## src/design/f2i_pkg.sv

```systemverilog
`default_nettype none
package f2i_pkg;
    localparam int unsigned SpFracBits = 23;
    localparam int unsigned DpFracBits = 52;
    localparam int unsigned SpBias = 127;
    localparam int unsigned DpBias = 1023;

    typedef struct packed {
        logic       neg;
        logic       is_nan;
        logic       is_inf;
        logic       below_one;
        logic [10:0] unb_exp;    // unbiased exponent when in normal range
        logic [52:0] sig;        // significand with hidden bit, LSB aligned
    } f2i_fields_t;
endpackage
`default_nettype wire

```

## src/design/f2i_core.sv

```systemverilog
`default_nettype none
module f2i_core
    import f2i_pkg::*;
(
    input  wire logic [63:0]     arg_bits,
    input  wire logic            src_is_double,
    input  wire logic            dst_is_long,
    output logic      [63:0]     int_result
);
    f2i_fields_t f;
    logic [10:0] expf;
    logic [51:0] frac;
    logic [6:0]  sat_lim;
    logic [63:0] max_pos;
    logic [63:0] sat_val;
    logic [63:0] mag;
    logic [63:0] sig_ext;
    logic [5:0]  fb;

    always_comb begin
        if (src_is_double) begin
            f.neg = arg_bits[63];
            expf  = arg_bits[62:52];
            frac  = arg_bits[51:0];
            f.is_nan = (expf == 11'h7ff) && (frac != '0);
            f.is_inf = (expf == 11'h7ff) && (frac == '0);
            f.below_one = (expf < 11'(DpBias));
            f.unb_exp = expf - 11'(DpBias);
            f.sig = {1'b1, frac};
            fb = 6'(DpFracBits);
        end else begin
            f.neg = arg_bits[31];
            expf  = {3'b0, arg_bits[30:23]};
            frac  = {29'b0, arg_bits[22:0]};
            f.is_nan = (expf == 11'h0ff) && (frac != '0);
            f.is_inf = (expf == 11'h0ff) && (frac == '0);
            f.below_one = (expf < 11'(SpBias));
            f.unb_exp = expf - 11'(SpBias);
            f.sig = {29'b0, 1'b1, arg_bits[22:0]};
            fb = 6'(SpFracBits);
        end

        sat_lim = dst_is_long ? 7'd63 : 7'd31;
        max_pos = dst_is_long ? 64'h7fff_ffff_ffff_ffff : 64'h0000_0000_7fff_ffff;
        sat_val = f.neg ? (64'd0 - max_pos - 64'd1) : max_pos;
        sig_ext = {11'b0, f.sig};
        // exponent below width-1 here, so it fits in 6 bits
        if (f.unb_exp[5:0] >= fb) begin
            mag = sig_ext << (f.unb_exp[5:0] - fb);
        end else begin
            mag = sig_ext >> (fb - f.unb_exp[5:0]);
        end

        if (f.is_nan) begin
            int_result = '0;
        end else if (f.is_inf) begin
            int_result = sat_val;
        end else if (f.below_one) begin
            int_result = '0;     // zero, subnormal, magnitude below one
        end else if (f.unb_exp >= {4'b0, sat_lim}) begin
            int_result = sat_val;
        end else begin
            int_result = f.neg ? (64'd0 - mag) : mag;
        end
    end
endmodule
`default_nettype wire

```

## src/design/float_to_integer_saturating_top.sv

```systemverilog
`default_nettype none
// Channel | Dir | tdata                                 | tuser
// s_      | in  | [63:0] arg_bits                       | [0] src_is_double, [1] dst_is_long
// m_      | out | [63:0] int_result (signed)            | none
// One beat per cycle sustained while m_tready stays high; an accepted beat passes through the
// input register and then the result register before m_ valid. The conversion is one
// combinational pass between them. Reset (aresetn low, synchronous) clears both valid flags only.
// A stall on m_ holds the result; the input stage keeps filling until both are full.
module float_to_integer_saturating_top
    import f2i_pkg::*;
(
    input  wire logic        aclk,
    input  wire logic        aresetn,
    input  wire logic        s_tvalid,
    output logic             s_tready,
    input  wire logic [63:0] s_tdata,   // [63:0] arg_bits
    input  wire logic [1:0]  s_tuser,   // [0] src_is_double, [1] dst_is_long
    output logic             m_tvalid,
    input  wire logic        m_tready,
    output logic      [63:0] m_tdata    // [63:0] int_result
);
    logic        in_valid_reg;
    logic [63:0] in_bits_reg;
    logic [1:0]  in_user_reg;
    logic        out_valid_reg;
    logic [63:0] out_data_reg;
    logic [63:0] conv;
    logic        out_load;

    f2i_core u_core (
        .arg_bits      (in_bits_reg),
        .src_is_double (in_user_reg[0]),
        .dst_is_long   (in_user_reg[1]),
        .int_result    (conv)
    );

    // result register frees when empty or taken this cycle
    assign out_load = in_valid_reg && (!out_valid_reg || m_tready);
    assign s_tready = !in_valid_reg || out_load;
    assign m_tvalid = out_valid_reg;
    assign m_tdata  = out_data_reg;

    always_ff @(posedge aclk) begin
        if (!aresetn) begin
            in_valid_reg  <= 1'b0;
            out_valid_reg <= 1'b0;
        end else begin
            if (s_tready) begin
                in_valid_reg <= s_tvalid;
            end
            if (out_load) begin
                out_valid_reg <= 1'b1;
            end else if (m_tready) begin
                out_valid_reg <= 1'b0;
            end
        end
    end

    always_ff @(posedge aclk) begin
        if (s_tready && s_tvalid) begin
            in_bits_reg <= s_tdata;
            in_user_reg <= s_tuser;
        end
        if (out_load) begin
            out_data_reg <= conv;
        end
    end

    a_hold: assert property (@(posedge aclk) disable iff (!aresetn)
        m_tvalid && !m_tready |=> m_tvalid && $stable(m_tdata))
        else $error("result changed under stall");
    a_full_block: assert property (@(posedge aclk) disable iff (!aresetn)
        in_valid_reg && out_valid_reg && !m_tready |-> !s_tready)
        else $error("accepted with both stages full");
    a_load: assert property (@(posedge aclk) disable iff (!aresetn)
        out_load |=> out_valid_reg)
        else $error("loaded result lost");
endmodule
`default_nettype wire
```

## config.mk

```make
export PLATFORM = sky130hd
export DESIGN_NAME = float_to_integer_saturating_top
export DESIGN_NICKNAME = d
export VERILOG_FILES = /design/src/design/f2i_pkg.sv /design/src/design/f2i_core.sv /design/src/design/float_to_integer_saturating_top.sv
export SDC_FILE = /design/constraint.sdc
export NUM_CORES = 1
export LEC_CHECK = 0
export BUFFER_PORTS_ARGS = -buffer_cell sky130_fd_sc_hd__buf_4
export CAP_MARGIN = 20
export CORE_UTILIZATION = 57
export CTS_BUF_LIST = sky130_fd_sc_hd__clkbuf_8
export DETAILED_ROUTE_END_ITERATION = 6
export PLACE_DENSITY = 0.78
export REMOVE_ABC_BUFFERS = 1
export SYNTH_ARGS = -nofsm -noshare
export SYNTH_HDL_FRONTEND = slang
export SYNTH_SLANG_ARGS = --single-unit
```

## constraint.sdc

```tcl
create_clock -name aclk -period 7.08 [get_ports aclk]
set_input_delay 1.062 -clock aclk [delete_from_list [all_inputs] [get_ports aclk]]
set_output_delay 1.062 -clock aclk [all_outputs]
set_load 0.005 [all_outputs]
```

==> impl_results.html, run 1 <==
<table>
<tr><th>Metric</th><th>Value</th></tr>
<tr><th colspan="2">Synth</th></tr>
<tr><td>EDFF count, synth</td><td>between 100 and 150</td></tr>
<tr><td>Proportion of synthesized flip-flops having asynchronous set or reset</td><td>0%</td></tr>
<tr><td>Synthesized area</td><td>16000 um2</td></tr>
<tr><td>Main flop type after synthesis</td><td>edfxtp_1</td></tr>
<tr><td>Parity-gate share of the synthesized area counting xor and xnor cells</td><td>under 10%</td></tr>
<tr><td>Number of flip-flops and latches in the synthesized netlist</td><td>132</td></tr>
<tr><td>Synth area leader</td><td>edfxtp_1</td></tr>
<tr><td>Post-synth top area share</td><td>about a quarter</td></tr>
<tr><td>Portion of netlist area occupied by mux cells</td><td>between 15 and 20%</td></tr>
<tr><td>Post-synthesis simple-gate area fraction</td><td>22.0%</td></tr>
<tr><td>Avg Synthesized Cell Area</td><td>~8.4 um2</td></tr>
<tr><td>Sequential cell area fraction in the yosys report</td><td>roughly a quarter</td></tr>
<tr><td>Largest cells by area after synthesis</td><td>edfxtp_1 24%, mux2i_1 9.7%, mux2_2 5.2%</td></tr>
<tr><td>Share of the synthesized area in compound gates (AO/OA/AOI/OAI)</td><td>roughly 26%</td></tr>
<tr><td>Dominant combinational cell family by area after synthesis</td><td>compound AO/OA/AOI/OAI gates</td></tr>
<tr><td>Gate Count Post-Synth</td><td>1891</td></tr>
<tr><td>Cell variety after synth</td><td>108</td></tr>
<tr><td>Post-Synth Adder-Cell Area</td><td>less than 1%</td></tr>
<tr><td>Number of warning messages in the yosys log</td><td>0</td></tr>
<tr><th colspan="2">Layout</th></tr>
<tr><td>Count of inserted antenna diode cells</td><td>0</td></tr>
<tr><td>Layout cells sized above 1</td><td>21.2%</td></tr>
<tr><td>Commonest non-fill, non-tap cell in the layout</td><td>buf_4</td></tr>
<tr><td>Post-layout instance count excluding filler cells</td><td>2378</td></tr>
<tr><td>Final net count</td><td>about 2100</td></tr>
<tr><td>Number of fill cells</td><td>approximately 2300</td></tr>
<tr><td>Seq. cell area</td><td>just under 4000 um2</td></tr>
<tr><td>Area growth syn-to-layout</td><td>12.6%</td></tr>
<tr><td>Top library cells by usage in the layout, fill and taps aside</td><td>233 x buf_4, 185 x nand2_1, 154 x mux2i_1, 134 x a21oi_1, 130 x edfxtp_1</td></tr>
<tr><td>Area of the multi-input gates</td><td>around 11000 um2</td></tr>
<tr><th colspan="2">Critical path</th></tr>
<tr><td>WS Path Type</td><td>register to register</td></tr>
<tr><td>Buffers plus inverters on the worst setup path</td><td>4</td></tr>
<tr><td>Kind of capture point of the worst setup path</td><td>register</td></tr>
<tr><td>Critical path peak fanout</td><td>14</td></tr>
<tr><td>Required time reported for the critical path endpoint</td><td>7300 ps</td></tr>
<tr><td>Cells along the critical path</td><td>ha_1 &gt; nor2b_1 &gt; a21oi_1 &gt; inv_1 &gt; ha_1 &gt; xnor2_2 &gt; buf_4 &gt; nand2_1 &gt; o211ai_1 &gt; inv_1 &gt; mux4_2 &gt; a32oi_1 &gt; nand2_1 &gt; a2111oi_1 &gt; nand4b_1 &gt; buf_4 &gt; or4_1 &gt; nor4_1 &gt; nor3_1</td></tr>
<tr><td>Highest-delay cell along the critical path</td><td>a2111oi_1</td></tr>
<tr><td>Arrival @ worst endpoint</td><td>7070 ps</td></tr>
<tr><td>CP top delay family</td><td>compound AO/OA/AOI/OAI gates</td></tr>
<tr><td>Largest stage delay, worst path</td><td>between 700 and 800 ps</td></tr>
<tr><td>Category of the worst setup path launch point</td><td>register</td></tr>
<tr><th colspan="2">Timing</th></tr>
<tr><td>Number of pins with negative max-slew slack in the final report</td><td>0</td></tr>
<tr><td>Worst-Margin Slew</td><td>roughly 1100 ps</td></tr>
<tr><td>Crit share post-route</td><td>96.7%</td></tr>
<tr><td>F_max</td><td>about 0.15 GHz</td></tr>
<tr><td>TNS Setup</td><td>0 ps</td></tr>
<tr><td>Fin Clk Skew</td><td>roughly 23 ps</td></tr>
<tr><td>Time the final worst path needs with I/O delays and setup</td><td>between 6000 and 7000 ps</td></tr>
<tr><td>Setup ws final</td><td>233 ps</td></tr>
<tr><td>Number of hold violations in the final report</td><td>0</td></tr>
<tr><td>Number of failing setup endpoints in the final timing report</td><td>0</td></tr>
<tr><td>Slew headroom</td><td>27.8%</td></tr>
<tr><td>Setup repair after global routing missed its margin</td><td>false</td></tr>
<tr><th colspan="2">Clock network</th></tr>
<tr><td>Hold buffers post-CTS</td><td>0</td></tr>
<tr><td>Clock latency reported for the late side of the worst-skew pair</td><td>490 ps</td></tr>
<tr><td>H-tree levels</td><td>4</td></tr>
<tr><td>Clock slew at reported path FFs</td><td>around 110 ps</td></tr>
<tr><td>Post CTS Setup Buffer Count</td><td>0</td></tr>
<tr><td># clock sinks</td><td>132</td></tr>
<tr><td>Clock buffer count from CTS</td><td>17</td></tr>
<tr><td>Clock tree from TritonCTS</td><td>built</td></tr>
<tr><td>Clk root buf</td><td>clkbuf_8</td></tr>
<tr><td>Longest Clk Path Bufs</td><td>2</td></tr>
<tr><td>Cts repair resizes</td><td>0</td></tr>
<tr><th colspan="2">Routing</th></tr>
<tr><td>Post-detailed-route count of antenna-violating nets</td><td>0</td></tr>
<tr><td>Number of search-and-repair iterations in the first detailed-routing pass</td><td>7</td></tr>
<tr><td>Total wire length</td><td>71300 um</td></tr>
<tr><td>Routed via count divided by cell count</td><td>7.74</td></tr>
<tr><td>Total DRC errors in the routed layout</td><td>25</td></tr>
<tr><td>Wire length per cell</td><td>~30 um</td></tr>
<tr><td>First-iteration detailed-routing DRC count</td><td>a little under 4000</td></tr>
<tr><td>Overall via count from detail_route</td><td>roughly 18000</td></tr>
<tr><th colspan="2">Floorplan</th></tr>
<tr><td>Number of top-level pins</td><td>between 100 and 150</td></tr>
<tr><td>Area of the core</td><td>about 27000 um2</td></tr>
<tr><td>Site Rows</td><td>60</td></tr>
<tr><td>Die span in y</td><td>about 170 um</td></tr>
<tr><td>Horizontal die dimension</td><td>between 150 and 200 um</td></tr>
<tr><td>Initial core utilization</td><td>58.7%</td></tr>
<tr><td>Die footprint</td><td>~29000 um2</td></tr>
<tr><th colspan="2">Outcome</th></tr>
<tr><td>Status</td><td>finished with violations</td></tr>
<tr><td>Violated checks</td><td>DRC</td></tr>
<tr><th colspan="2">Min path</th></tr>
<tr><td>Hold Path Class</td><td>register to register</td></tr>
<tr><th colspan="2">Global route</th></tr>
<tr><td>Vias in the first global route</td><td>roughly 17000</td></tr>
<tr><td>Global-route congestion overflow total</td><td>0</td></tr>
<tr><td>Antenna violations before repair</td><td>1</td></tr>
<tr><td>First-pass GRT wire length</td><td>105000 um</td></tr>
<tr><td>Global router's overall resource usage</td><td>slightly below 50%</td></tr>
<tr><td>Largest net degree at the start of global routing</td><td>67</td></tr>
<tr><th colspan="2">Place</th></tr>
<tr><td>IO buf count</td><td>between 100 and 150</td></tr>
<tr><td>Post-DP HPWL</td><td>~54000 um</td></tr>
<tr><td>Pre-CTS setup slack</td><td>roughly 370 ps</td></tr>
<tr><td>Final estimated routing congestion in global placement</td><td>~1.1</td></tr>
<tr><td>Placed cell count</td><td>between 2000 and 2500</td></tr>
<tr><th colspan="2">Job</th></tr>
<tr><td>Max Cap Violations</td><td>0</td></tr>
<tr><th colspan="2">Power</th></tr>
<tr><td>Power density of the placed cells</td><td>about 270 nW/um2</td></tr>
<tr><td>Leakage Power</td><td>6.89 nW</td></tr>
<tr><td>Worst ir drop on vdd</td><td>about 0.17 mV</td></tr>
</table>
## through the flow
step           total power, W  area [um2]  utilization, %  hold slack (ps)
2_1_floorplan         0.00289       15200               -              477
3_3_place_gp          0.00389       17500            64.3              503
3_5_place_dp          0.00392       17500            64.3              518
4_1_cts               0.00464       17900            65.8              547
5_1_grt               0.00498       18000            66.1              577
6_report              0.00488       18000            66.1              542
## where the power goes
group,internal (W),leakage (nW),switching [W]
sequential,0.000929,1.27,0.0000592
combinational,0.00110,5.43,0.00206
clock,0.000324,0.196,0.000409
## area by class of cell
| cell class | count | area share [%] |
|---|---|---|
| Clock buffer | 17 | 1.30 |
| Clock inverter | 15 | 0.947 |
| Inverter | 26 | 0.543 |
| Multi-Input combinational cell | 1580 | 62.7 |
| Sequential cell | 132 | 21.9 |
| Tap cell | 372 | 2.59 |
| Timing Repair Buffer | 236 | 9.94 |
## cells by family after synthesis
group / Yosys count
AO/OA/AOI/OAI: 581
XOR/XNOR: 55
adder cells (fa/ha/maj): 10
buffers and inverters: 182
flip-flops: 132
multiplexers: 251
AND/OR/NAND/NOR: 680
## worst reg2reg max path, cell delays in order, from the launching register on
cell       delay, ps
edfxtp_1         540
ha_1             340
nor2b_1          160
a21oi_1          330
inv_1            120
ha_1             450
xnor2_2          630
buf_4            320
nand2_1           70
o211ai_1         240
inv_1             80
mux4_2           540
a32oi_1          460
nand2_1          160
a2111oi_1        730
nand4b_1         180
buf_4            240
or4_1            580
nor4_1           320
nor3_1           110
## final timing paths
| kind | slack (ps) | start | cells past startpoint | to |
|---|---|---|---|---|
| worst max-delay path | 230 | in_bits_reg[24]$_DFFE_PP_ | 19 | m_tdata[39]$_SDFFCE_PP0P_ |
| worst min-delay path | 540 | in_valid_reg$_SDFFE_PN0N_ | 1 | m_tvalid$_SDFFE_PN0P_ |
| worst max register to register | 230 | in_bits_reg[24]$_DFFE_PP_ | 19 | m_tdata[39]$_SDFFCE_PP0P_ |
| worst min register to register | 540 | in_valid_reg$_SDFFE_PN0N_ | 1 | m_tvalid$_SDFFE_PN0P_ |
## synth_stat cells (8+ instances only)
| master | n |
|---|---|
| or3_1 | 21 |
| o21ai_0 | 85 |
| and2_1 | 22 |
| o221ai_1 | 18 |
| buf_4 | 12 |
| nor3_1 | 70 |
| nor4_1 | 42 |
| xnor2_1 | 34 |
| nand2b_1 | 13 |
| nand2_1 | 185 |
| buf_6 | 12 |
| mux4_2 | 16 |
| a21oi_1 | 134 |
| a221oi_1 | 12 |
| a31oi_1 | 20 |
| clkbuf_1 | 70 |
| nor2b_1 | 16 |
| mux2i_1 | 155 |
| o22ai_1 | 22 |
| a221o_1 | 9 |
| nor2_1 | 119 |
| o21a_1 | 18 |
| and3_1 | 39 |
| ha_1 | 9 |
| nand3_1 | 68 |
| edfxtp_1 | 130 |
| nand4_1 | 27 |
| a21o_1 | 18 |
| buf_2 | 46 |
| xor2_1 | 16 |
| inv_1 | 25 |
| a211o_1 | 8 |
| o31ai_1 | 21 |
| mux2_2 | 74 |
| a211oi_1 | 43 |
| o211ai_1 | 38 |
| buf_1 | 15 |
| a22o_1 | 8 |
| o32ai_1 | 15 |
## metal layers
metal	routed length, um	part of all wire (%)	track usage, %
met3	10100	14	13.5
met2	30000	42	74.2
met5	13	0.018	0
met1	25400	36	61.2
met4	5850	8.2	31.8
Power figures use the tool's default switching activity.
==> run 2: changes to the inputs <==
Settings changed: ABC_AREA set to 1.
==> run 2 against run 1 <==
  * The run still ends with DRC left
  * First-iteration DRC count down 23%
  * Total power decreased by 6.2%
  * Non-clock buffer count fell by 66
  * Clock-buffer cell count did not move
  * Design area down 3.0%
  * Setup slack better by 1400 ps
  * Highest routed layer is now met4
==> impl_results.html, run 2 <==
<table>
<tr><th>Metric</th><th>Value</th></tr>
<tr><th colspan="2">Floorplan</th></tr>
<tr><td>Die footprint</td><td>roughly 29000 um2</td></tr>
<tr><td>Horizontal die dimension</td><td>171 um</td></tr>
<tr><td>Number of top-level pins</td><td>approximately 140</td></tr>
<tr><td>Site Rows</td><td>61</td></tr>
<tr><td>Initial core utilization</td><td>58.2%</td></tr>
<tr><td>Area of the core</td><td>about 28000 um2</td></tr>
<tr><td>Die span in y</td><td>171 um</td></tr>
<tr><th colspan="2">Routing</th></tr>
<tr><td>Total wire length</td><td>~63000 um</td></tr>
<tr><td>Total DRC errors in the routed layout</td><td>7</td></tr>
<tr><td>Number of search-and-repair iterations in the first detailed-routing pass</td><td>7</td></tr>
<tr><td>Top Metal Used</td><td>met4</td></tr>
<tr><td>Routed via count divided by cell count</td><td>approximately 6.1</td></tr>
<tr><td>Post-detailed-route count of antenna-violating nets</td><td>0</td></tr>
<tr><td>Routed metal-1 wire length</td><td>23900 um</td></tr>
<tr><td>Wire length per cell</td><td>roughly 19 um</td></tr>
<tr><td>First-iteration detailed-routing DRC count</td><td>a little over 3000</td></tr>
<tr><td>Amount of wire on met2 after detailed routing</td><td>between 20000 and 30000 um</td></tr>
<tr><td>Met3 wire length</td><td>between 7000 and 8000 um</td></tr>
<tr><td>Overall via count from detail_route</td><td>20000</td></tr>
<tr><th colspan="2">Clock network</th></tr>
<tr><td>Clk root buf</td><td>clkbuf_8</td></tr>
<tr><td>H-tree levels</td><td>4</td></tr>
<tr><td># clock sinks</td><td>about 130</td></tr>
<tr><td>Post CTS Setup Buffer Count</td><td>0</td></tr>
<tr><td>Clock slew at reported path FFs</td><td>roughly 90 ps</td></tr>
<tr><td>Longest Clk Path Bufs</td><td>2</td></tr>
<tr><td>Clock buffer count from CTS</td><td>17</td></tr>
<tr><td>Hold buffers post-CTS</td><td>0</td></tr>
<tr><td>Clock tree from TritonCTS</td><td>built</td></tr>
<tr><td>Clock latency reported for the late side of the worst-skew pair</td><td>510 ps</td></tr>
<tr><td>Cts repair resizes</td><td>0</td></tr>
<tr><th colspan="2">Timing</th></tr>
<tr><td>F_max</td><td>between 0.15 and 0.2 GHz</td></tr>
<tr><td>Number of failing setup endpoints in the final timing report</td><td>0</td></tr>
<tr><td>Setup repair after global routing missed its margin</td><td>false</td></tr>
<tr><td>Crit share post-route</td><td>~77%</td></tr>
<tr><td>TNS Setup</td><td>0 ps</td></tr>
<tr><td>Number of pins with negative max-slew slack in the final report</td><td>0</td></tr>
<tr><td>Slew headroom</td><td>a little under a third</td></tr>
<tr><td>Time the final worst path needs with I/O delays and setup</td><td>between 5000 and 6000 ps</td></tr>
<tr><td>Number of hold violations in the final report</td><td>0</td></tr>
<tr><td>Worst-Margin Slew</td><td>approximately 1000 ps</td></tr>
<tr><td>Fin Clk Skew</td><td>~17 ps</td></tr>
<tr><th colspan="2">Place</th></tr>
<tr><td>IO buf count</td><td>roughly 140</td></tr>
<tr><td>Final estimated routing congestion in global placement</td><td>between 1 and 1.5</td></tr>
<tr><td>Post-DP HPWL</td><td>48800 um</td></tr>
<tr><td>Post-DP Area</td><td>roughly 17000 um2</td></tr>
<tr><td>Placed cell count</td><td>~3200</td></tr>
<tr><th colspan="2">Power</th></tr>
<tr><td>Power density of the placed cells</td><td>262 nW/um2</td></tr>
<tr><td>Leakage Power</td><td>8.63 nW</td></tr>
<tr><td>Worst ir drop on vdd</td><td>~0.13 mV</td></tr>
<tr><th colspan="2">Global route</th></tr>
<tr><td>First-pass GRT wire length</td><td>96700 um</td></tr>
<tr><td>Vias in the first global route</td><td>between 15000 and 20000</td></tr>
<tr><td>Largest net degree at the start of global routing</td><td>76</td></tr>
<tr><td>Antenna violations before repair</td><td>1</td></tr>
<tr><td>Global router's overall resource usage</td><td>between 40% and 50%</td></tr>
<tr><td>Global-route congestion overflow total</td><td>0</td></tr>
<tr><th colspan="2">Layout</th></tr>
<tr><td>Seq. cell area</td><td>about 4000 um2</td></tr>
<tr><td>Count of inserted antenna diode cells</td><td>0</td></tr>
<tr><td>Number of fill cells</td><td>2795</td></tr>
<tr><td>Final net count</td><td>2972</td></tr>
<tr><td>Commonest non-fill, non-tap cell in the layout</td><td>nand2_1</td></tr>
<tr><td>Top library cells by usage in the layout, fill and taps aside</td><td>1259 x nand2_1, 438 x nand3_1, 223 x nor2_1, 167 x buf_4, 156 x inv_1</td></tr>
<tr><td>Finished layout cell area</td><td>approximately 17000 um2</td></tr>
<tr><td>Post-layout instance count excluding filler cells</td><td>about 3300</td></tr>
<tr><td>Area growth syn-to-layout</td><td>7.55%</td></tr>
<tr><td>Area of the multi-input gates</td><td>approximately 11000 um2</td></tr>
<tr><td>Layout cells sized above 1</td><td>approximately 11%</td></tr>
<tr><th colspan="2">Min path</th></tr>
<tr><td>Cells on Worst Hold Path</td><td>2</td></tr>
<tr><td>Hold Path Class</td><td>register to register</td></tr>
<tr><th colspan="2">Critical path</th></tr>
<tr><td>Highest-delay cell along the critical path</td><td>o21ai_0</td></tr>
<tr><td>R2R depth</td><td>26</td></tr>
<tr><td>Largest stage delay, worst path</td><td>590 ps</td></tr>
<tr><td>Cell with the most instances on the worst path</td><td>nand2_1</td></tr>
<tr><td>Required time reported for the critical path endpoint</td><td>7320 ps</td></tr>
<tr><td>Arrival @ worst endpoint</td><td>around 5700 ps</td></tr>
<tr><td>Category of the worst setup path launch point</td><td>register</td></tr>
<tr><td>Critical path peak fanout</td><td>between 50 and 60</td></tr>
<tr><td>Kind of capture point of the worst setup path</td><td>register</td></tr>
<tr><td>WS Path Type</td><td>register to register</td></tr>
<tr><th colspan="2">Synth</th></tr>
<tr><td>Number of warning messages in the yosys log</td><td>0</td></tr>
<tr><td>Synthesized area</td><td>around 16000 um2</td></tr>
<tr><td>Number of flip-flops and latches in the synthesized netlist</td><td>around 130</td></tr>
<tr><td>Cell with the most instances after synthesis</td><td>nand2_1</td></tr>
<tr><td>Gate Count Post-Synth</td><td>2865</td></tr>
<tr><td>Synth area leader</td><td>nand2_1</td></tr>
<tr><td>Main flop type after synthesis</td><td>edfxtp_1</td></tr>
<tr><td>Proportion of synthesized flip-flops having asynchronous set or reset</td><td>0%</td></tr>
<tr><td>Top cells by instance count after synthesis</td><td>1260 x nand2_1, 438 x nand3_1, 224 x nor2_1</td></tr>
<tr><td>Cell variety after synth</td><td>42</td></tr>
<tr><td>Post-synth top area share</td><td>29.2%</td></tr>
<tr><td>Avg Synthesized Cell Area</td><td>5.66 um2</td></tr>
<tr><td>Sequential cell area fraction in the yosys report</td><td>between 20 and 25%</td></tr>
<tr><td>EDFF count, synth</td><td>between 100 and 150</td></tr>
<tr><td>Largest cells by area after synthesis</td><td>nand2_1 29%, edfxtp_1 24%, nand3_1 14%</td></tr>
<tr><th colspan="2">Outcome</th></tr>
<tr><td>Status</td><td>finished with violations</td></tr>
<tr><td>Violated checks</td><td>DRC</td></tr>
<tr><th colspan="2">Job</th></tr>
<tr><td>Max Cap Violations</td><td>0</td></tr>
</table>
==> run 2: final timing paths <==
| path | end | start | slack [ps] |
|---|---|---|---|
| setup / recovery | m_tdata[55]$_SDFFCE_PP0P_ | in_user_reg[0]$_DFFE_PP_ | 1610 |
| hold / removal | m_tvalid$_SDFFE_PN0P_ | m_tvalid$_SDFFE_PN0P_ | 530 |
| setup reg to reg | m_tdata[55]$_SDFFCE_PP0P_ | in_user_reg[0]$_DFFE_PP_ | 1610 |
| hold reg to reg | m_tvalid$_SDFFE_PN0P_ | m_tvalid$_SDFFE_PN0P_ | 530 |
==> run 2: logic make-up after synthesis <==
logic type	after synthesis	share of synthesized area, %
AND/OR/NAND/NOR	2086	55.3
flip-flops	132	24.3
AO/OA/AOI/OAI	290	9.28
XOR/XNOR	3	0.162
buffers and inverters	344	10.1
adder cells (fa/ha/maj)	10	0.818
==> run 2: critical path, delay by kind of cell, from the launching register on <==
kind	cells	cell delay [ps]
AO/OA/AOI/OAI	4	1120
adder cells (fa/ha/maj)	1	370
buffers and inverters	4	1050
AND/OR/NAND/NOR	17	2190
flip-flops	1	430
==> run 2: per-layer routing <==
layer | vias to the layer above | global-route usage (%)
met1 | 8977 | 54.2
met5 | - | 0
li1 | 9374 | -
met3 | 232 | 10.4
met2 | 1403 | 67.1
met4 | 0 | 27.5
==> run 2: per-stage QoR <==
stage,total power (W),utilization [%],hold slack (ps),worst slack (ps)
floorplan,0.00289,-,447,629
global placement,0.00376,61.1,506,1810
detailed placement,0.00379,61.1,521,1810
CTS,0.00443,62.4,537,1770
global route,0.00486,62.6,562,1280
finish,0.00457,62.6,531,1610
==> run 2: area by class of cell <==
cell class	instances	share of cell area, %
repair buffers	170	7.51
inverters	182	3.95
well taps	378	2.71
clock inverters	14	0.790
multi-input cells	2389	61.1
flip-flops and latches	132	22.6
clock buffers	17	1.34
==> run 2: power breakdown <==
part / leakage (nW) / switching (W) / internal [W] / total (W)
Sequential: 1.28 / 0.0000290 / 0.000919 / 0.000948
Clock: 0.187 / 0.000351 / 0.000308 / 0.000658
Combinational: 7.16 / 0.00217 / 0.000793 / 0.00297
Total: 8.63 / 0.00255 / 0.00202 / 0.00457
